## config.mk

```make
export PLATFORM = sky130hd
export DESIGN_NAME = switch_state_multicast_confirm
export DESIGN_NICKNAME = d
export VERILOG_FILES = /design/src/rtl/ssmc_pkg.sv /design/src/rtl/ssmc_cmp.sv /design/src/rtl/ssmc_store.sv /design/src/rtl/switch_state_multicast_confirm.sv
export SDC_FILE = /design/constraint.sdc
export NUM_CORES = 1
export LEC_CHECK = 0
export BUFFER_PORTS_ARGS = -buffer_cell sky130_fd_sc_hd__buf_2
export CORE_MARGIN = 3
export CORE_UTILIZATION = 55
export CTS_CLUSTER_DIAMETER = 120
export DETAILED_ROUTE_END_ITERATION = 8
export HOLD_SLACK_MARGIN = 0.06
export PLACE_DENSITY = 0.78
export SLEW_MARGIN = 20
export SYNTH_ARGS = -nofsm -noshare
export SYNTH_HDL_FRONTEND = slang
export SYNTH_HIERARCHICAL = 1
export SYNTH_SLANG_ARGS = --single-unit
```

## constraint.sdc

```tcl
create_clock -name i_clk -period 11.79 [get_ports i_clk]
set_clock_uncertainty 0.15 [all_clocks]
set_input_delay 1.7685 -clock i_clk [delete_from_list [all_inputs] [get_ports i_clk]]
set_output_delay 1.7685 -clock i_clk [all_outputs]
set_load 0.05 [all_outputs]
```

## src/rtl/ssmc_pkg.sv

```systemverilog
`timescale 1ns / 1ps

package ssmc_pkg;

    // item function codes
    localparam logic [1:0] F_POLL    = 2'd0;
    localparam logic [1:0] F_CONFIRM = 2'd1;
    localparam logic [1:0] F_SLOT    = 2'd2;

    // configuration register indexes
    localparam logic [2:0] CFG_MY_ADDR   = 3'd0;
    localparam logic [2:0] CFG_INV_ADDR  = 3'd1;
    localparam logic [2:0] CFG_INHIBIT   = 3'd2;
    localparam logic [2:0] CFG_RESPONSE  = 3'd3;
    localparam logic [2:0] CFG_WINDOW    = 3'd4;

    // configuration reset values
    localparam logic [7:0]  C_MY_ADDR_RST  = 8'd0;
    localparam logic [7:0]  C_INV_ADDR_RST = 8'hff;
    localparam logic [7:0]  C_INHIBIT_RST  = 8'd20;
    localparam logic [15:0] C_RESPONSE_RST = 16'd100;
    localparam logic [15:0] C_WINDOW_RST   = 16'd10000;

    // address store entries read as this until written
    localparam logic [7:0]  C_ADDR_RESET   = 8'hff;

    typedef enum logic [2:0] {
        ST_INIT  = 3'd0,
        ST_SKIP  = 3'd1,
        ST_WAIT1 = 3'd2,
        ST_WAIT2 = 3'd3,
        ST_OK    = 3'd4
    } t_status;

    typedef struct packed {
        logic [7:0]  addr;
        t_status     status;
        logic [15:0] stamp;
    } t_rec;

    typedef enum logic [2:0] {
        S_IDLE,
        S_CF_SCAN,
        S_P_CHK,
        S_P_COPY,
        S_P_RUN,
        S_P_CUR,
        S_P_SCAN,
        S_DONE
    } t_state;

endpackage

```

## src/rtl/ssmc_cmp.sv

```systemverilog
`timescale 1ns / 1ps

// shared elapsed-time compare: (a - b) mod 2^16 >= limit, optionally on low byte only
module ssmc_cmp
    import ssmc_pkg::*;
(
    input  logic [15:0] i_a,
    input  logic [15:0] i_b,
    input  logic [15:0] i_limit,
    input  logic        i_low8,
    output logic        o_ge
);

    logic [15:0] w_diff;

    assign w_diff = i_a - i_b;

    always_comb begin
        if (i_low8) begin
            o_ge = (w_diff[7:0] >= i_limit[7:0]);
        end else begin
            o_ge = (w_diff >= i_limit);
        end
    end

endmodule

```

## src/rtl/ssmc_store.sv

```systemverilog
`timescale 1ns / 1ps

// address store and client table, one write and one registered read each
module ssmc_store
    import ssmc_pkg::*;
#(
    parameter int CLIENTS = 16,
    parameter int IDXW    = 4
)
(
    input  logic            i_clk,
    input  logic            i_rst_n,
    input  logic [IDXW-1:0] i_rd_addr,
    input  logic            i_rec_we,
    input  logic [IDXW-1:0] i_rec_waddr,
    input  t_rec            i_rec_wdata,
    output t_rec            o_rec,
    input  logic            i_as_we,
    input  logic [IDXW-1:0] i_as_waddr,
    input  logic [7:0]      i_as_wdata,
    output logic [7:0]      o_as
);

    t_rec               r_rec_mem [CLIENTS];
    logic [7:0]         r_as_mem  [CLIENTS];
    logic [CLIENTS-1:0] r_as_val;
    t_rec               r_rec_q;
    logic [7:0]         r_as_q;
    logic               r_as_vq;

    always_ff @(posedge i_clk) begin
        if (i_rec_we) begin
            r_rec_mem[i_rec_waddr] <= i_rec_wdata;
        end
        r_rec_q <= r_rec_mem[i_rd_addr];
    end

    always_ff @(posedge i_clk) begin
        if (i_as_we) begin
            r_as_mem[i_as_waddr] <= i_as_wdata;
        end
        r_as_q <= r_as_mem[i_rd_addr];
    end

    // per-entry written flags, unwritten entries read as the reset address
    always_ff @(posedge i_clk) begin
        if (!i_rst_n) begin
            r_as_val <= '0;
            r_as_vq  <= 1'b0;
        end else begin
            if (i_as_we) begin
                r_as_val[i_as_waddr] <= 1'b1;
            end
            r_as_vq <= r_as_val[i_rd_addr];
        end
    end

    assign o_rec = r_rec_q;
    assign o_as  = r_as_vq ? r_as_q : C_ADDR_RESET;

endmodule

```

## src/rtl/switch_state_multicast_confirm.sv

```systemverilog
`timescale 1ns / 1ps

// Switch-state multicast with confirmation. Each poll transaction carries the
// switch state and the millisecond time; a changed state (or the very first
// poll) copies the address store into the client table and starts a round in
// which clients are served one at a time: a request goes out (o_send_valid),
// then an inhibit wait, then a response wait, and clients that do not confirm
// are retried round-robin until the retry window since the change is over.
// Confirmation transactions mark the first matching waiting client done, and
// slot transactions write the address store. Every input transaction yields
// exactly one output transaction carrying the request (if any), the busy flag
// and the slot being served (CLIENTS means none). The block works on one
// transaction at a time and holds o_in_stall high meanwhile: a slot write or
// unused function goes straight to the output stage, a confirmation scans
// the client table, and a poll may copy the table and search it for the next
// client. The client table has a single read port; the copy and the searches
// visit one slot per cycle. Configuration writes are always taken (o_cfg_ready
// is 1) and must only be issued while no transaction is in flight.
module switch_state_multicast_confirm
    import ssmc_pkg::*;
#(
    parameter int CLIENTS = 16,
    localparam int IW     = $clog2(CLIENTS + 1)
)
(
    input  logic          i_clk,
    input  logic          i_rst_n,

    // input transactions
    input  logic          i_in_valid,
    output logic          o_in_stall,
    input  logic [1:0]    i_func,
    input  logic [7:0]    i_switch_state,
    input  logic [15:0]   i_now_ms,
    input  logic [7:0]    i_peer_address,
    input  logic [7:0]    i_receiver_address,
    input  logic [7:0]    i_confirmed_state,
    input  logic [3:0]    i_slot_index,
    input  logic [7:0]    i_slot_address,

    // output transactions
    output logic          o_out_valid,
    input  logic          i_out_stall,
    output logic          o_send_valid,
    output logic [7:0]    o_send_receiver,
    output logic [7:0]    o_send_sender,
    output logic [7:0]    o_send_state,
    output logic          o_busy_res,
    output logic [IW-1:0] o_current_client,

    // configuration writes
    input  logic          i_cfg_valid,
    output logic          o_cfg_ready,
    input  logic [2:0]    i_cfg_index,
    input  logic [15:0]   i_cfg_data
);

    localparam int IDXW = (CLIENTS > 1) ? $clog2(CLIENTS) : 1;

    localparam logic [IDXW-1:0] LAST_IDX = IDXW'(CLIENTS - 1);
    localparam logic [IW-1:0]   NO_CLIENT = IW'(CLIENTS);
    localparam logic [IW-1:0]   LAST_CNT  = IW'(CLIENTS - 1);

    // configuration registers
    logic [7:0]  r_my;
    logic [7:0]  r_inv;
    logic [7:0]  r_inh;
    logic [15:0] r_resp;
    logic [15:0] r_win;

    // sequencer state
    t_state          r_state, n_state;
    logic [IDXW-1:0] r_ptr, n_ptr;
    logic [IW-1:0]   r_cnt, n_cnt;
    logic [IW-1:0]   r_serving, n_serving;
    logic            r_act_after, n_act_after;
    logic            r_send, n_send;
    logic [7:0]      r_rcv, n_rcv;

    // round state
    logic [7:0]  r_prev, n_prev;
    logic        r_known, n_known;
    logic [7:0]  r_round, n_round;
    logic [15:0] r_chg, n_chg;
    logic        r_tbl_init, n_tbl_init;

    // latched item fields
    logic [7:0]  r_sw;
    logic [15:0] r_now;
    logic [7:0]  r_peer;

    // output register
    logic          r_ov;
    logic          r_o_send;
    logic [7:0]    r_o_rcv;
    logic [7:0]    r_o_sender;
    logic [7:0]    r_o_state;
    logic          r_o_busy;
    logic [IW-1:0] r_o_cur;

    // table interface
    logic            w_rec_we;
    t_rec            w_rec_wdata;
    t_rec            w_rec;
    logic [7:0]      w_as;
    logic            w_as_we;
    t_status         w_stat;

    // shared compare unit operands
    logic [15:0] w_cmp_b;
    logic [15:0] w_cmp_limit;
    logic        w_cmp_low8;
    logic        w_ge;

    logic            w_in_acc;
    logic            w_out_load;
    logic            w_changed;
    logic            w_do_act;
    logic [IDXW-1:0] w_ptr_next;

    assign w_in_acc   = i_in_valid && (r_state == S_IDLE);
    assign w_out_load = (r_state == S_DONE) && (!r_ov || !i_out_stall);
    assign w_changed  = !r_known || (i_switch_state != r_prev);
    assign w_ptr_next = (r_ptr == LAST_IDX) ? '0 : r_ptr + 1'b1;

    // table entries before the first round read as skipped
    assign w_stat = r_tbl_init ? w_rec.status : ST_SKIP;

    // slot writes happen in the accept cycle
    assign w_as_we = w_in_acc && (i_func == F_SLOT) && (int'(i_slot_index) < CLIENTS);

    ssmc_store #(
        .CLIENTS (CLIENTS),
        .IDXW    (IDXW)
    ) u_store (
        .i_clk       (i_clk),
        .i_rst_n     (i_rst_n),
        .i_rd_addr   (n_ptr),
        .i_rec_we    (w_rec_we),
        .i_rec_waddr (r_ptr),
        .i_rec_wdata (w_rec_wdata),
        .o_rec       (w_rec),
        .i_as_we     (w_as_we),
        .i_as_waddr  (IDXW'(i_slot_index)),
        .i_as_wdata  (i_slot_address),
        .o_as        (w_as)
    );

    // window check in the run step, per-client waits otherwise
    always_comb begin
        if (r_state == S_P_RUN) begin
            w_cmp_b     = r_chg;
            w_cmp_limit = r_win;
            w_cmp_low8  = 1'b0;
        end else begin
            w_cmp_b     = w_rec.stamp;
            w_cmp_limit = (w_stat == ST_WAIT1) ? {8'd0, r_inh} : r_resp;
            w_cmp_low8  = (w_stat == ST_WAIT1);
        end
    end

    ssmc_cmp u_cmp (
        .i_a     (r_now),
        .i_b     (w_cmp_b),
        .i_limit (w_cmp_limit),
        .i_low8  (w_cmp_low8),
        .o_ge    (w_ge)
    );

    // configuration port
    assign o_cfg_ready = 1'b1;

    always_ff @(posedge i_clk) begin
        if (!i_rst_n) begin
            r_my   <= C_MY_ADDR_RST;
            r_inv  <= C_INV_ADDR_RST;
            r_inh  <= C_INHIBIT_RST;
            r_resp <= C_RESPONSE_RST;
            r_win  <= C_WINDOW_RST;
        end else if (i_cfg_valid) begin
            case (i_cfg_index)
                CFG_MY_ADDR:  r_my   <= i_cfg_data[7:0];
                CFG_INV_ADDR: r_inv  <= i_cfg_data[7:0];
                CFG_INHIBIT:  r_inh  <= i_cfg_data[7:0];
                CFG_RESPONSE: r_resp <= i_cfg_data;
                CFG_WINDOW:   r_win  <= i_cfg_data;
                default: ;
            endcase
        end
    end

    // item fields used after the accept cycle
    always_ff @(posedge i_clk) begin
        if (w_in_acc) begin
            r_sw   <= i_switch_state;
            r_now  <= i_now_ms;
            r_peer <= i_peer_address;
        end
    end

    // sequencer registers
    always_ff @(posedge i_clk) begin
        if (!i_rst_n) begin
            r_state     <= S_IDLE;
            r_ptr       <= '0;
            r_cnt       <= '0;
            r_serving   <= NO_CLIENT;
            r_act_after <= 1'b0;
            r_send      <= 1'b0;
            r_rcv       <= 8'd0;
            r_prev      <= 8'd0;
            r_known     <= 1'b0;
            r_round     <= 8'd0;
            r_chg       <= 16'd0;
            r_tbl_init  <= 1'b0;
        end else begin
            r_state     <= n_state;
            r_ptr       <= n_ptr;
            r_cnt       <= n_cnt;
            r_serving   <= n_serving;
            r_act_after <= n_act_after;
            r_send      <= n_send;
            r_rcv       <= n_rcv;
            r_prev      <= n_prev;
            r_known     <= n_known;
            r_round     <= n_round;
            r_chg       <= n_chg;
            r_tbl_init  <= n_tbl_init;
        end
    end

    always_comb begin
        n_state     = r_state;
        n_ptr       = r_ptr;
        n_cnt       = r_cnt;
        n_serving   = r_serving;
        n_act_after = r_act_after;
        n_send      = r_send;
        n_rcv       = r_rcv;
        n_prev      = r_prev;
        n_known     = r_known;
        n_round     = r_round;
        n_chg       = r_chg;
        n_tbl_init  = r_tbl_init;
        w_rec_we    = 1'b0;
        w_rec_wdata = '{addr: w_rec.addr, status: w_rec.status, stamp: w_rec.stamp};
        w_do_act    = 1'b0;

        case (r_state)
            S_IDLE: begin
                if (w_in_acc) begin
                    n_send = 1'b0;
                    case (i_func)
                        F_POLL: begin
                            if (w_changed && (r_serving != NO_CLIENT)) begin
                                // look at the served client: no restart during inhibit
                                n_ptr   = r_serving[IDXW-1:0];
                                n_state = S_P_CHK;
                            end else if (w_changed) begin
                                n_ptr   = '0;
                                n_state = S_P_COPY;
                            end else begin
                                n_state = S_P_RUN;
                            end
                        end
                        F_CONFIRM: begin
                            if ((i_receiver_address == r_my) &&
                                (i_confirmed_state == r_round)) begin
                                n_ptr   = '0;
                                n_state = S_CF_SCAN;
                            end else begin
                                n_state = S_DONE;
                            end
                        end
                        default: begin
                            n_state = S_DONE;
                        end
                    endcase
                end
            end

            S_CF_SCAN: begin
                // first waiting client with the sender address is marked done
                if (((w_stat == ST_WAIT1) || (w_stat == ST_WAIT2)) &&
                    (w_rec.addr == r_peer)) begin
                    w_rec_we    = 1'b1;
                    w_rec_wdata = '{addr: w_rec.addr, status: ST_OK, stamp: w_rec.stamp};
                    n_state     = S_DONE;
                end else if (r_ptr == LAST_IDX) begin
                    n_state = S_DONE;
                end else begin
                    n_ptr = w_ptr_next;
                end
            end

            S_P_CHK: begin
                if (w_stat == ST_WAIT1) begin
                    // deferred, the change shows again at the next poll
                    n_state = S_P_RUN;
                end else begin
                    n_ptr   = '0;
                    n_state = S_P_COPY;
                end
            end

            S_P_COPY: begin
                // latch one slot a cycle, invalid addresses are skipped
                w_rec_we    = 1'b1;
                w_rec_wdata = '{addr: w_as,
                                status: (w_as != r_inv) ? ST_INIT : ST_SKIP,
                                stamp: r_now};
                if (r_ptr == LAST_IDX) begin
                    n_prev     = r_sw;
                    n_known    = 1'b1;
                    n_round    = r_sw;
                    n_chg      = r_now;
                    n_serving  = '0;
                    n_tbl_init = 1'b1;
                    n_state    = S_P_RUN;
                end else begin
                    n_ptr = w_ptr_next;
                end
            end

            S_P_RUN: begin
                if (r_serving == NO_CLIENT) begin
                    n_state = S_DONE;
                end else if (w_ge) begin
                    // retry window over, round ends
                    n_serving = NO_CLIENT;
                    n_state   = S_DONE;
                end else begin
                    n_ptr   = r_serving[IDXW-1:0];
                    n_state = S_P_CUR;
                end
            end

            S_P_CUR: begin
                if ((w_stat == ST_OK) || (w_stat == ST_SKIP)) begin
                    // current slot already done or unused: find the next one first
                    n_cnt       = '0;
                    n_ptr       = w_ptr_next;
                    n_act_after = 1'b0;
                    n_state     = S_P_SCAN;
                end else begin
                    w_do_act = 1'b1;
                end
            end

            S_P_SCAN: begin
                if ((w_stat != ST_OK) && (w_stat != ST_SKIP)) begin
                    n_serving = IW'(r_ptr);
                    if (r_act_after) begin
                        n_state = S_DONE;
                    end else begin
                        w_do_act = 1'b1;
                    end
                end else if (r_cnt == LAST_CNT) begin
                    n_serving = NO_CLIENT;
                    n_state   = S_DONE;
                end else begin
                    n_cnt = r_cnt + 1'b1;
                    n_ptr = w_ptr_next;
                end
            end

            S_DONE: begin
                if (w_out_load) begin
                    n_state = S_IDLE;
                end
            end

            default: begin
                n_state = S_IDLE;
            end
        endcase

        // serve the client at r_ptr
        if (w_do_act) begin
            case (w_stat)
                ST_INIT: begin
                    n_send      = 1'b1;
                    n_rcv       = w_rec.addr;
                    w_rec_we    = 1'b1;
                    w_rec_wdata = '{addr: w_rec.addr, status: ST_WAIT1, stamp: r_now};
                    n_state     = S_DONE;
                end
                ST_WAIT1: begin
                    if (w_ge) begin
                        w_rec_we    = 1'b1;
                        w_rec_wdata = '{addr: w_rec.addr, status: ST_WAIT2, stamp: r_now};
                    end
                    n_state = S_DONE;
                end
                ST_WAIT2: begin
                    if (w_ge) begin
                        // no answer: back to init and move to the next client
                        w_rec_we    = 1'b1;
                        w_rec_wdata = '{addr: w_rec.addr, status: ST_INIT,
                                        stamp: w_rec.stamp};
                        n_act_after = 1'b1;
                        n_cnt       = '0;
                        n_ptr       = w_ptr_next;
                        n_state     = S_P_SCAN;
                    end else begin
                        n_state = S_DONE;
                    end
                end
                default: begin
                    n_state = S_DONE;
                end
            endcase
        end
    end

    // output register, frees the sequencer while the result waits
    always_ff @(posedge i_clk) begin
        if (!i_rst_n) begin
            r_ov <= 1'b0;
        end else if (w_out_load) begin
            r_ov <= 1'b1;
        end else if (r_ov && !i_out_stall) begin
            r_ov <= 1'b0;
        end
    end

    always_ff @(posedge i_clk) begin
        if (w_out_load) begin
            r_o_send   <= r_send;
            r_o_rcv    <= r_send ? r_rcv : 8'd0;
            r_o_sender <= r_send ? r_my : 8'd0;
            r_o_state  <= r_send ? r_round : 8'd0;
            r_o_busy   <= (r_serving != NO_CLIENT);
            r_o_cur    <= r_serving;
        end
    end

    assign o_in_stall       = (r_state != S_IDLE);
    assign o_out_valid      = r_ov;
    assign o_send_valid     = r_o_send;
    assign o_send_receiver  = r_o_rcv;
    assign o_send_sender    = r_o_sender;
    assign o_send_state     = r_o_state;
    assign o_busy_res       = r_o_busy;
    assign o_current_client = r_o_cur;

endmodule

```

Word-level counts from Yosys, hierarchy flattened --
Memory sizes are Yosys's and may differ from the RTL's. A register that Yosys moved wholly into a read port is not among the register bits. Index checks and enable logic that the tools add are counted.
Cells by class: bitwise operators 1, mux-type cells 93, equality and inequality tests 39, $lt $le $gt $ge 5, reductions and logical operators 33, add/subtract/negate cells 3
Operators by type and width (count):
- $mux 27 | 3
- $pmux 27 s3 | 1
- $mux 4 | 16
- $mux 5 | 11
- $pmux 27 s2 | 1
- $mux 16 | 3
- $mux 3 | 15
- $mux 1 | 28
- $pmux 4 s7 | 1
- $eq 8x8->1 | 3
- $pmux 3 s8 | 1
- $mux 19 | 1
- $eq 3x2->1 const B | 6
- $eq 3x3->1 const B | 6
- $ne 3x3->1 const B | 6
- $ge 16x16->1 | 1
- $ne 8x8->1 | 2
- $or 16x16->16 | 1
- $sub 16x16->16 | 1
- $pmux 5 s3 | 1
- $reduce_and 2->1 | 7
- $ne 4x4->1 const B | 3
- $lt 4x5->1 const B | 2
- $pmux 5 s2 | 1
- other kinds (31) | 53
Word-level totals: bits in registers 189, memory bits (writable) 560, word-level logic and storage cells 203, input bits 86, memories 2, output and inout bits 34
Memories:
- u_store.r_rec_mem | words 16, bits a word 27, read ports 1, clocked after Yosys merged registers in 1, wr ports 1, RTL line ssmc_store.sv:24 | t_rec r_rec_mem [CLIENTS];
- u_store.r_as_mem | words 16, bits a word 8, read ports 1, clocked after Yosys merged registers in 1, wr ports 1, RTL line ssmc_store.sv:25 | logic [7:0] r_as_mem [CLIENTS];

Depth between registers and ports, before layout --
Gate-level depths: netlist of the first run.
depth after elaboration 14, gate-level depth with buffers 33, gate-level depth less buffers 29

Modules after synthesis --
Netlist of the first run, hierarchy kept.
By module, submodules not included:
- ssmc_store | times used 1, area an instance 22479.1 um^2, seq. area each 17857.1 um^2, cells each 998
- switch_state_multicast_confirm | times used 1, area an instance 8486.9 um^2, seq. area each 4073.9 um^2, cells each 906
- ssmc_cmp | times used 1, area an instance 1209.9 um^2, seq. area each 0.0 um^2, cells each 178

Least setup slack after synthesis of the first run --
OpenSTA, ideal clock, no wires.
path kind flip-flop to flip-flop, start point reg r_state[0], end point mem u_store/r_rec_mem[0][0] (netlist name), enable pin, data required time 11.195 ns, slack 4.564 ns, path buffers 2, clock period less this slack 7.226 ns, data arrival time 6.631 ns, library setup time 0.445 ns, cell stages (with the launch flop) 24, cell sequence dfxtp_1 buf_2 nand2b_1 nor2_1 buf_2 mux2_2 ha_1 fa_1 nor2b_4 o2111ai_1 o211ai_1 a31oi_1 xnor2_1 ha_1 nand2_1 nor2_1 a211oi_1 o21ai_0 nor2_1 o21ai_0 a21oi_1 o21ai_0 or3b_2 nor3_1
On the way: word-level cells in the longest chain between the ends 10
Ends and longest elaborated chain:
- start, declared | RTL line switch_state_multicast_confirm.sv:72 | t_state r_state, n_state;
- start signal, assigned | RTL line switch_state_multicast_confirm.sv:217 | r_state <= n_state;
- $eq 3x3->1 (*) | RTL line switch_state_multicast_confirm.sv:151 | if (r_state == S_P_RUN) begin
- $mux 16 (*) | RTL line switch_state_multicast_confirm.sv:151
- via w_cmp_b[0] | RTL line switch_state_multicast_confirm.sv:110 | logic [15:0] w_cmp_b;
- $sub 16x16->16 (*) | RTL line ssmc_cmp.sv:16 | assign w_diff = i_a - i_b;
- $ge 16x16->1 or $ge 8x8->1 (tied branches) | RTL line ssmc_cmp.sv:22, ssmc_cmp.sv:20
- $mux 1 (*) | RTL line ssmc_cmp.sv:19 | if (i_low8) begin
- via w_ge | RTL line switch_state_multicast_confirm.sv:113 | logic w_ge;
- $mux 1 (*) | RTL line switch_state_multicast_confirm.sv:389, switch_state_multicast_confirm.sv:396
- $pmux 1 s2 (*) | RTL line switch_state_multicast_confirm.sv:380 | case (w_stat)
- $mux 1 (*) | RTL line switch_state_multicast_confirm.sv:379 | if (w_do_act) begin
- via w_rec_we | RTL line switch_state_multicast_confirm.sv:102 | logic w_rec_we;
- $mux 1 (*) | RTL line ssmc_store.sv:32 | if (i_rec_we) begin
- $mux 1 (not written as such) (*) | RTL line ssmc_store.sv:33 | r_rec_mem[i_rec_waddr] <= i_rec_wdata;
- end, declared | RTL line ssmc_store.sv:24
The timed path passes the listed nets; every way through them passes the cells marked *.

Final worst setup path of the first run --
start point reg r_state[2], end point reg, netlist name u_store/o_rec[23]
On the way: word-level cells in the longest chain between the ends 11
Ends and longest elaborated chain:
- $eq 3x3->1 (*) | RTL line switch_state_multicast_confirm.sv:151
- $mux 16 (*) | RTL line switch_state_multicast_confirm.sv:151
- via w_cmp_b[0] | RTL line switch_state_multicast_confirm.sv:110
- $sub 16x16->16 (*) | RTL line ssmc_cmp.sv:16
- $ge 16x16->1 or $ge 8x8->1 (tied branches) | RTL line ssmc_cmp.sv:22, ssmc_cmp.sv:20
- $mux 1 (*) | RTL line ssmc_cmp.sv:19
- via w_ge | RTL line switch_state_multicast_confirm.sv:113
- $mux 4 | RTL line switch_state_multicast_confirm.sv:328 | end else if (w_ge) begin
- $mux 4 | RTL line switch_state_multicast_confirm.sv:326 | if (r_serving == NO_CLIENT) begin
- $pmux 4 s7 | RTL line switch_state_multicast_confirm.sv:249 | case (r_state)
- $mux 4 | RTL line switch_state_multicast_confirm.sv:396 | if (w_ge) begin
- $mux 4 | RTL line switch_state_multicast_confirm.sv:380
- $mux 4 (*) | RTL line switch_state_multicast_confirm.sv:379
- via n_ptr[0] | RTL line switch_state_multicast_confirm.sv:73 | logic [IDXW-1:0] r_ptr, n_ptr;
Marked as above. A chain may end at the register's enable or synchronous reset.

==> summary.md, run 1 <==
| Metric | Value |
|---|---|
| Status | `completed` |
| Register area share after synthesis | `68.2%` |
| Dpl hpwl | `43900 um` |
| Max frequency | `117 MHz` |
| Cell variety after synth | `81` |
| Hold buffers post-CTS | `0` |
| Worst VDD drop | `0.000251 V` |
| Via Count | `around 19000` |
| DRT iter0 DRCs | `between 2000 and 2500` |
| Slowest cell on crit path | `buf_4` |
| Final Hold Vio Count | `0` |
| Capturing point of the worst reg2reg path | `u_store/o_rec[23]` |
| Ant diodes | `0` |
| R2r setup slk | `between 3 and 4 ns` |
| Gpl congestion | `0.865` |
| CTS root buffer | `clkbuf_16` |
| Synth Register Bits | `784` |
| Worst-path clk slew | `roughly 0.060 ns` |
| Worst Path Arrival | `8.91 ns` |
| FF-to-FF Start | `r_state[2]` |
| Cell Rows | `88` |
| Gr usage total | `25.0%` |
| Area contributors post-synth | `edfxtp_1 58%, dfxtp_1 10%, mux4_2 9.9%` |
| R2R depth | `28` |
| Least-Margin Pin Slew | `1.21 ns` |
| Post-synth EDFFs | `roughly 620` |
| FF/Latch Area | `0.0219 mm^2` |
| Setup CP Type | `flip-flop to flip-flop` |
| Vias in the first global route | `about 19000` |
| Critical Path RT | `12.12 ns` |
| Mean Syn Cell Area | `15.5 um^2` |
| Top-area cell type share of the netlist area | `58.1%` |
| Cts repair resizes | `0` |
| Async set-or-reset flop fraction in the synthesized netlist | `0%` |
| Global-route wire length before repair | `115000 um` |
| Minimum clock period | `8.57 ns` |
| Vias per inst | `6.19` |
| Max clock buf depth | `3` |
| Skew-Pair Late Insertion Delay | `0.61 ns` |
| CP endpoint kind | `flip-flop` |
| Routed len/inst | `25.1 um` |
| Post-layout nets | `around 2300` |
| Die area | `0.0614 mm^2` |
| Pins Over Slew Limit | `0` |
| Final Worst Setup Slack | `3.22 ns` |
| Worst Hold Class | `flip-flop to flip-flop` |
| Cells after Synth | `2082` |
| Final antenna-violating net count | `0` |
| Post-Place Worst Slack | `3.20 ns` |
| 1st-pass router iterations | `5` |
| CP max stage delay | `about 0.84 ns` |
| Starting Density | `55.7%` |
| Largest net degree at the start of global routing | `around 150` |
| Final wirelength | `between 70000 and 80000 um` |
| Area growth from synthesis to layout | `12.7%` |
| Initial antenna violation count | `1` |
| Chip width | `248 um` |
| # DRC | `0` |
| Setup TNS | `0 ns` |
| Pleak | `about 12 nW` |
| Ports | `120` |
| Syn Std Cell Area | `0.0322 mm^2` |
| Fillcell total | `around 4000` |
| RSZ-0062 raised after global routing | `no` |
| Most numerous cell in the Yosys netlist | `edfxtp_1` |
| Core footprint | `0.0578 mm^2` |
| CTS tree | `done` |
| Worst hold start | `r_chg[12]` |
| Multi-input gate area | `0.00986 mm^2` |
| Sink Count | `between 700 and 800` |
| Setup Viol. Count Final | `0` |
| Synth top cells by count | `623 x edfxtp_1, 267 x nand2_1, 161 x dfxtp_1, 142 x mux4_2, 90 x a22oi_1` |
| Num CTS Buffers | `75` |
| Hold worst-path end | `r_chg[12]` |
| Max-cap violation count | `0` |
| H-tree levels | `3` |
| Synthesized Nets | `2203` |
| Period utilization | `between 70% and 80%` |
| Worst Path Max Fanout | `50` |
| Startpoint Class | `flip-flop` |
| IO buf count | `118` |
| Post-CTS Setup Bufs | `0` |
| Hold Path Depth | `2` |
| Synth warn | `6` |
| Layout cells sized above 1 | `22.1%` |
| Power Density | `about 250 mW/mm^2` |
| Congestion Overflow GR | `0` |
| DIE HEIGHT | `248 um` |
| CP most frequent cell | `nor2_1` |
| Cell taking the most area after synthesis | `edfxtp_1` |
| Rel. slew slack | `19.2%` |
| Dominant synthesized flop cell | `edfxtp_1` |
[metal layers]
metal | global-route usage (%) | routed length (um)
met3 | 5.80 | 7490
met1 | 32.7 | 29200
met5 | 0 | 19
met2 | 40.9 | 37200
met4 | 10.3 | 2380
[power by group]
part / leakage (nW) / switching (mW) / internal, mW
combinational: 4.10 / 1.63 / 1.27
sequential: 6.93 / 0.169 / 3.43
clock: 1.20 / 1.02 / 1.37
[kinds of logic (layout without fill, tap and decap cells)]
kind of cell               Yosys count  after routing  share of synthesized area, %
AOI/OAI and AO/OA                  327            327                          7.06
xor gates and xnor gates            56             56                          1.52
adders and majority gates           35             35                          1.38
buffers and inverters              150            339                          2.01
DFF                                784            784                          68.2
muxes                              208            208                          12.1
other                                1              1                        0.0117
and+or+nand+nor                    521            521                          7.76
[worst max-delay path: cells and delay by family, from the launching register on]
family | cells | cell delay (ns)
buf+inv | 3 | 1.48
simple gates | 10 | 1.69
flops | 1 | 0.69
xor+xnor | 1 | 0.15
mux | 2 | 1.02
compound gates | 9 | 2.18
fa+ha+maj | 3 | 0.99
[flip-flops by register name (all words and copies together) (netlist names), 16 cells and up]
signal and count:
u_store/r_as_mem 128, u_store/r_as_val 16, r_chg 16, r_win 16
u_store/o_rec 27, u_store/r_rec_mem 432, r_resp 16, r_now 16
[per-stage QoR]
stage | area, um^2 | utilization, % | total power, mW | std cells | hold slack (ns)
after global placement | 33700 | 58.3 | 6.39 | 2896 | 0.289
after floorplan | 32200 | - | 5.81 | 2082 | 0.280
after detailed placement | 33700 | 58.3 | 6.49 | 2896 | 0.298
after CTS | 36200 | 62.5 | 8.90 | 3036 | 0.305
final | 36300 | 62.7 | 8.88 | 3036 | 0.305
after global routing | 36300 | 62.7 | 9.32 | 3036 | 0.325
[cell type report]
type | count | share of cell area (%)
inverter | 46 | 0.476
multi-input combinational | 1148 | 27.2
clock inverter | 43 | 1.10
sequential | 784 | 60.5
tap | 765 | 2.64
timing repair buffer | 153 | 2.44
clock buffer | 97 | 5.66
[worst max-delay path by stage]
| stage | endpoint | startpoint | slack, ns | cells after the start |
|---|---|---|---|---|
| after floorplan | u_store/r_rec_mem[0][0] | r_state[0] | 4.56 | 23 |
| after CTS | u_store/r_as_q[5] | r_state[2] | 3.12 | 28 |
| after detailed placement | u_store/o_rec[22] | r_state[2] | 3.20 | 28 |
| after global placement | u_store/o_rec[26] | r_state[2] | 3.46 | 28 |
| final | u_store/o_rec[23] | r_state[2] | 3.22 | 28 |
| after global routing | u_store/o_rec[20] | r_state[2] | 2.45 | 28 |
[cells in the final DEF (no fill, tap or decap), drive strengths merged, types with 8 or more instances in the layout]
| master | netlist | final |
|---|---|---|
| nand3 | 42 | 42 |
| a22oi | 90 | 90 |
| o21ai | 46 | 46 |
| buf | 50 | 153 |
| o21a | 21 | 21 |
| xor2 | 31 | 31 |
| xnor2 | 25 | 25 |
| mux4 | 142 | 142 |
| clkinv | 0 | 28 |
| a21boi | 67 | 67 |
| dfxtp | 161 | 161 |
| nand2b | 21 | 21 |
| inv | 46 | 52 |
| edfxtp | 623 | 623 |
| mux2i | 41 | 41 |
| o211ai | 8 | 8 |
| nor2b | 23 | 23 |
| nand4 | 8 | 8 |
| o22ai | 18 | 18 |
| nor4 | 8 | 8 |
| ha | 34 | 34 |
| a21oi | 40 | 40 |
| nand2 | 268 | 268 |
| nor3 | 20 | 20 |
| nor2 | 64 | 64 |
| and2 | 31 | 31 |
| clkbuf | 54 | 97 |
| mux2 | 25 | 25 |
Note: power is estimated with default switching activity, not from simulation.
==> run 2: changes to the inputs <==
--- a/config.mk
+++ b/config.mk
@@ -11,7 +11,7 @@
 export CTS_CLUSTER_DIAMETER = 120
 export DETAILED_ROUTE_END_ITERATION = 8
 export HOLD_SLACK_MARGIN = 0.06
-export PLACE_DENSITY = 0.78
+export PLACE_DENSITY = 0.81
 export SLEW_MARGIN = 20
 export SYNTH_ARGS = -nofsm -noshare
 export SYNTH_HDL_FRONTEND = slang
==> constraint.sdc (replaced) <==
create_clock -name i_clk -period 7.25 [get_ports i_clk]
set_clock_uncertainty 0.15 [all_clocks]
set_input_delay 1.0875 -clock i_clk [delete_from_list [all_inputs] [get_ports i_clk]]
set_output_delay 1.0875 -clock i_clk [all_outputs]
set_load 0.05 [all_outputs]
==> run 2 against run 1 <==
Net effect:
- clock power grew 66%
- global-route usage grew 0.69 points
- maximum frequency grew 28%
- cell count grew 0.76%
- total power grew 67%
- utilization grew 0.63 points
- sequential cell count is the same
- combinational power grew 74%
- critical path depth grew 2
==> summary.md, run 2 (synthesis gave the netlist of run 1 again) <==
| Metric | Value |
|---|---|
| Gpl congestion | `0.924 (was 0.865)` |
| Minimum clock period | `6.69 ns (was 8.57 ns)` |
| DIE HEIGHT | `248 um (unchanged)` |
| Comb pwr share | `34.0% (was 32.6%)` |
| Gr usage total | `25.7% (was 25.0%)` |
| Largest register FFs | `432 (unchanged)` |
| Worst Path Arrival | `7.05 ns (was 8.91 ns)` |
| Final Hold Vio Count | `0 (unchanged)` |
| Capturing point of the worst reg2reg path | `u_store/o_rec[8] (was u_store/o_rec[23])` |
| Routed len/inst | `25.6 um (was 25.1 um)` |
| Worst-path clk slew | `0.07 ns (was 0.06 ns)` |
| Hold Path Depth | `2 (unchanged)` |
| CP most frequent cell | `nand2_1 (was nor2_1)` |
| Flop pwr share | `39.2% (was 40.5%)` |
| RSZ-0062 raised after global routing | `no (unchanged)` |
| Switching pwr | `4.77 mW (was 2.81 mW)` |
| Skew-Pair Late Insertion Delay | `0.64 ns (was 0.61 ns)` |
| Post-layout power | `14.8 mW (was 8.88 mW)` |
| Max clock buf depth | `3 (unchanged)` |
| Ports | `120 (unchanged)` |
| Worst VDD drop | `0.000251 V (about the same)` |
| Starting Density | `55.7% (unchanged)` |
| Cell Rows | `88 (unchanged)` |
| Congestion Overflow GR | `0 (unchanged)` |
| Worst hold start | `r_chg[12] (unchanged)` |
| Pins Over Slew Limit | `0 (unchanged)` |
| Global-route wire length before repair | `119000 um (was 115000 um)` |
| CTS root buffer | `clkbuf_16 (unchanged)` |
| CP startpoint | `r_state[0] (was r_state[2])` |
| Net Sw Frac | `32.2% (was 31.7%)` |
| Period utilization | `92.3% (was 72.7%)` |
| Dpl hpwl | `45100 um (was 43900 um)` |
| Rel. slew slack | `21.6% (was 19.2%)` |
| Worst Hold Class | `flip-flop to flip-flop (unchanged)` |
| Chip width | `248 um (unchanged)` |
| Hold worst-path end | `r_chg[12] (unchanged)` |
| Bufs and invs on worst path | `5 (was 3)` |
| Fin util | `63.3% (was 62.7%)` |
| FF-to-FF Start | `r_state[0] (was r_state[2])` |
| Final antenna-violating net count | `0 (unchanged)` |
| CTS tree | `done (unchanged)` |
| Most frequent cells in the layout | `623 x edfxtp_1, 267 x nand2_1, 161 x dfxtp_1 (unchanged)` |
| IO buf count | `118 (unchanged)` |
| Status | `completed (unchanged)` |
| Vias in the first global route | `19700 (was 19100)` |
| R2r setup slk | `0.56 ns (was 3.22 ns)` |
| Max-cap violation count | `0 (unchanged)` |
| Fillcell total | `3849 (was 4008)` |
| Setup TNS | `0 ns (unchanged)` |
| Post-layout nets | `2354 (was 2329)` |
| Num CTS Buffers | `74 (was 75)` |
| Initial antenna violation count | `1 (unchanged)` |
| Hold buffers post-CTS | `0 (unchanged)` |
| Least-Margin Pin Slew | `1.17 ns (was 1.21 ns)` |
| Pleak | `12.4 nW (was 12.2 nW)` |
| Clock share of power | `26.8% (was 26.9%)` |
| Ant diodes | `0 (unchanged)` |
| R2R depth | `30 (was 28)` |
| CP max stage delay | `0.51 ns (was 0.84 ns)` |
| 1st-pass router iterations | `5 (unchanged)` |
| Area growth from synthesis to layout | `13.8% (was 12.7%)` |
| DRT iter0 DRCs | `2206 (was 2117)` |
| Sink Count | `784 (unchanged)` |
| # DRC | `0 (unchanged)` |
| Setup CP Type | `flip-flop to flip-flop (unchanged)` |
| Final wirelength | `78300 um (was 76300 um)` |
| Layout cells sized above 1 | `22.8% (was 22.1%)` |
| Slowest cell on crit path | `mux4_2 (was buf_4)` |
| Cts repair resizes | `0 (unchanged)` |
| Top reg by flops | `u_store/r_rec_mem (unchanged)` |
| Startpoint Class | `flip-flop (unchanged)` |
| H-tree levels | `3 (unchanged)` |
| Via Count | `19300 (was 18800)` |
| Critical Path RT | `7.61 ns (was 12.12 ns)` |
| Setup Viol. Count Final | `0 (unchanged)` |
| Post-CTS Setup Bufs | `0 (unchanged)` |
| Worst Path Max Fanout | `25 (was 50)` |
| Max frequency | `149 MHz (was 117 MHz)` |
| Core footprint | `0.0578 mm^2 (unchanged)` |
| Die area | `0.0614 mm^2 (unchanged)` |
| Vias per inst | `6.32 (was 6.19)` |
| CP delay by family, top | `compound AO/OA/AOI/OAI gates (unchanged)` |
| Largest net degree at the start of global routing | `85 (was 146)` |
| CP endpoint kind | `flip-flop (unchanged)` |
| Pint | `10.1 mW (was 6.07 mW)` |
| Commonest non-fill, non-tap cell in the layout | `edfxtp_1 (unchanged)` |
| Power Density | `405 mW/mm^2 (was 245 mW/mm^2)` |
[run 2: changes by cell type in the layout (fill, tap and decap cells not counted), moves of 3 or more]
| cell | before | now |
|---|---|---|
| buf_4 | 33 | 49 |
| buf_12 | 2 | 13 |
| o22ai_1 | 6 | 17 |
| o22ai_2 | 12 | 1 |
| clkinv_1 | 13 | 3 |
| nor2_2 | 10 | 3 |
| nor2_4 | 11 | 17 |
| inv_6 | 6 | 1 |
| clkbuf_1 | 15 | 19 |
| inv_16 | 0 | 4 |
| clkbuf_16 | 77 | 74 |
[run 2: worst min-delay path, stage by stage, from the launching register on]
cell and delay, ns:
dfxtp_1 0.31, nand2_1 0.05, a21boi_1 0.05
[run 2: area by class of cell]
class	instances	area, um^2	area share [%]
flip-flops and latches	784	21900	59.9
multi-input cells	1148	9820	26.8
clock inverters	35	487	1.33
repair buffers	179	1210	3.31
inverters	46	173	0.472
clock buffers	102	2030	5.55
well taps	765	957	2.61
[run 2: stage by stage]
stage	hold slack [ns]	worst slack [ns]	instance area, um^2	cells
2_1_floorplan	0.280	0.0239	32200	2082
3_3_place_gp	0.291	0.795	34100	2922
3_5_place_dp	0.297	0.645	34100	2922
4_1_cts	0.312	0.581	36600	3059
5_1_grt	0.329	0.0857	36600	3059
6_report	0.307	0.559	36600	3059
[run 2: worst max-delay path by stage]
stage,end,slack [ns],cells after the start
2_1_floorplan,u_store/r_rec_mem[0][0],0.02,23
3_3_place_gp,u_store/o_rec[8],0.79,30
3_5_place_dp,u_store/o_rec[15],0.64,30
4_1_cts,u_store/r_as_q[0],0.58,29
5_1_grt,u_store/r_as_q[0],0.09,29
6_report,u_store/o_rec[8],0.56,30
[run 2: power by group through the flow]
stage               combinational [mW]  sequential (mW)  clock, mW
floorplan                         3.65             5.81          0
global placement                  4.81             5.87          0
CTS                               5.03             5.80       4.02
detailed placement                4.94             5.89          0
finish                            5.04             5.81       3.97
global route                      5.46             5.82       4.18
[run 2: layer usage]
metal,GRT usage (%),part of all wire (%)
met5,0,0.017
met4,11.9,4.0
met3,4.71,9.8
met2,42.9,50
met1,33.1,37
==> run 3: changes to the inputs <==
--- a/config.mk
+++ b/config.mk
@@ -6,12 +6,11 @@
 export NUM_CORES = 1
 export LEC_CHECK = 0
 export BUFFER_PORTS_ARGS = -buffer_cell sky130_fd_sc_hd__buf_2
-export CORE_MARGIN = 3
 export CORE_UTILIZATION = 55
 export CTS_CLUSTER_DIAMETER = 120
 export DETAILED_ROUTE_END_ITERATION = 8
 export HOLD_SLACK_MARGIN = 0.06
-export PLACE_DENSITY = 0.81
+export PLACE_DENSITY = 0.87
 export SLEW_MARGIN = 20
 export SYNTH_ARGS = -nofsm -noshare
 export SYNTH_HDL_FRONTEND = slang
==> run 3 against run 2 <==
Net effect:
- clock power is 7.3% higher
- non-clock buffer count up 4
- final area increased by 0.43%
- maximum frequency rose by 0.31%
- count of clock-buffer cells in the layout down 9
- cell count up 0.29%
- register-to-register slack improved by 0.02 ns
- worst hold slack better by 0.0036 ns
- sequential share of layout area fell by 0.26 points
- sequential cell count stayed put
- via count increased by 3.7%
- critical path type unchanged
- largest cell class unchanged
- largest power group unchanged
==> summary.md, run 3 (synthesis gave the netlist of run 1 again) <==
| Metric | Value |
|---|---|
| Startpoint Class | `flip-flop (unchanged)` |
| Final Worst Setup Slack | `0.580 ns (was 0.559 ns)` |
| Worst-path clk slew | `0.06 ns (was 0.07 ns)` |
| Worst Hold Class | `flip-flop to flip-flop (unchanged)` |
| Chip width | `244 um (was 248 um)` |
| Most frequent cells in the layout | `623 x edfxtp_1, 267 x nand2_1, 161 x dfxtp_1 (unchanged)` |
| Pleak | `12.5 nW (was 12.4 nW)` |
| CTS tree | `done (unchanged)` |
| IO buf count | `118 (unchanged)` |
| Initial antenna violation count | `0 (was 1)` |
| Design area | `0.0368 mm^2 (was 0.0366 mm^2)` |
| Congestion Overflow GR | `0 (unchanged)` |
| Setup TNS | `0 ns (unchanged)` |
| Via Count | `20000 (was 19300)` |
| Rel. slew slack | `20.7% (was 21.6%)` |
| 1st-pass router iterations | `6 (was 5)` |
| H-tree levels | `3 (unchanged)` |
| Final antenna-violating net count | `0 (unchanged)` |
| DIE HEIGHT | `244 um (was 248 um)` |
| Dpl hpwl | `45900 um (was 45100 um)` |
| Power Density | `413 mW/mm^2 (was 405 mW/mm^2)` |
| Status | `completed (unchanged)` |
| Max-cap violation count | `0 (unchanged)` |
| Core footprint | `0.0577 mm^2 (was 0.0578 mm^2)` |
| Slowest cell on crit path | `a21oi_4 (was mux4_2)` |
| Commonest non-fill, non-tap cell in the layout | `edfxtp_1 (unchanged)` |
| Post-Place Worst Slack | `0.726 ns (was 0.645 ns)` |
| RSZ-0062 raised after global routing | `no (unchanged)` |
| Setup Viol. Count Final | `0 (unchanged)` |
| Ant diodes | `0 (unchanged)` |
| Minimum clock period | `6.67 ns (was 6.69 ns)` |
| Worst hold margin | `0.311 ns (was 0.307 ns)` |
| # DRC | `0 (unchanged)` |
| Hold buffers post-CTS | `0 (unchanged)` |
| Fin util | `63.7% (was 63.3%)` |
| Largest net degree at the start of global routing | `124 (was 85)` |
| Least-Margin Pin Slew | `1.19 ns (was 1.17 ns)` |
| CP endpoint kind | `flip-flop (unchanged)` |
| Setup CP Type | `flip-flop to flip-flop (unchanged)` |
| CP most frequent cell | `nand2_1 (unchanged)` |
| Final wirelength | `83000 um (was 78300 um)` |
| Critical Path RT | `7.60 ns (was 7.61 ns)` |
| Dpl cell area | `0.0340 mm^2 (was 0.0341 mm^2)` |
| Global-route wire length before repair | `124000 um (was 119000 um)` |
| Largest register FFs | `432 (unchanged)` |
| Area growth from synthesis to layout | `14.3% (was 13.8%)` |
| Die area | `0.0595 mm^2 (was 0.0614 mm^2)` |
| Cell Rows | `88 (unchanged)` |
| Cts repair resizes | `0 (unchanged)` |
| Sink Count | `784 (unchanged)` |
| Period utilization | `92.0% (was 92.3%)` |
| CP max stage delay | `0.51 ns (about the same)` |
| Post-layout nets | `2360 (was 2354)` |
| DRT iter0 DRCs | `2794 (was 2206)` |
| Max frequency | `150 MHz (was 149 MHz)` |
| Worst VDD drop | `0.000416 V (was 0.000251 V)` |
| Max clock buf depth | `3 (unchanged)` |
| CTS root buffer | `clkbuf_16 (unchanged)` |
| Skew-Pair Late Insertion Delay | `0.65 ns (was 0.64 ns)` |
| Worst Path Arrival | `7.02 ns (was 7.05 ns)` |
| Ports | `120 (unchanged)` |
| Routed len/inst | `27.0 um (was 25.6 um)` |
| Top reg by flops | `u_store/r_rec_mem (unchanged)` |
| Vias per inst | `6.53 (was 6.32)` |
| Vias in the first global route | `20000 (was 19700)` |
| Worst Path Max Fanout | `18 (was 25)` |
| Gpl congestion | `0.905 (was 0.924)` |
| Post-CTS Setup Bufs | `0 (unchanged)` |
| Num CTS Buffers | `76 (was 74)` |
| Layout cells sized above 1 | `23.1% (was 22.8%)` |
| Starting Density | `55.8% (was 55.7%)` |
| Gr usage total | `27.9% (was 25.7%)` |
| Pins Over Slew Limit | `0 (unchanged)` |
| Final Hold Vio Count | `0 (unchanged)` |
## run 3: changes by cell type in the layout (fill, tap and decap cells not counted), sizes merged
cell      previous run  this run
bufinv               7        12
buf                179       182
inv                 52        51
clkbuf             102        94
clkinv              21        27
clkinvlp             1         5
## run 3: path summary, 6_finish.rpt
| path | endpoint | slack (ns) | cells past startpoint | start |
|---|---|---|---|---|
| setup / recovery | u_store/o_rec[24] | 0.58 | 28 | r_state[0] |
| hold / removal | r_win[7] | 0.31 | 2 | r_win[7] |
| setup reg to reg | u_store/o_rec[24] | 0.58 | 28 | r_state[0] |
| hold reg to reg | r_win[7] | 0.31 | 2 | r_win[7] |
## run 3: critical path: cells and delay by family (launching register included)
kind | cells | cell delay (ns)
XOR/XNOR | 1 | 0.15
AO/OA/AOI/OAI | 11 | 2.38
flip-flops | 1 | 0.31
AND/OR/NAND/NOR | 8 | 1.34
adder cells (fa/ha/maj) | 2 | 0.56
buffers and inverters | 4 | 0.91
multiplexers | 2 | 0.74
## run 3: final cells by class
cell class,instances,area (um^2)
inverter,46,173
clock inverter,49,704
fill,3713,20900
timing repair buffer,183,1260
sequential,784,21900
tap,765,957
multi-input combinational,1148,9720
clock buffer,93,2030
## run 3: layer usage
layer	part of all wire [%]	up-vias	global-route usage, %	wire length (um)
li1	-	8311	-	-
met1	35	9914	35.4	29300
met2	49	1540	45.9	40600
met3	11	275	5.72	9180
met4	4.7	0	13.9	3860
met5	0	-	0	0
## run 3: per-stage QoR
| step | std cells | power (mW) |
|---|---|---|
| 2_1_floorplan | 2082 | 9.46 |
| 3_3_place_gp | 2925 | 10.6 |
| 3_5_place_dp | 2925 | 10.8 |
| 4_1_cts | 3067 | 15.2 |
| 5_1_grt | 3068 | 15.8 |
| 6_report | 3068 | 15.2 |
## run 3: power breakdown
part	switching [mW]	internal, mW
Combinational	2.83	2.26
Sequential	0.263	5.56
Clock	1.79	2.47
Total	4.88	10.3
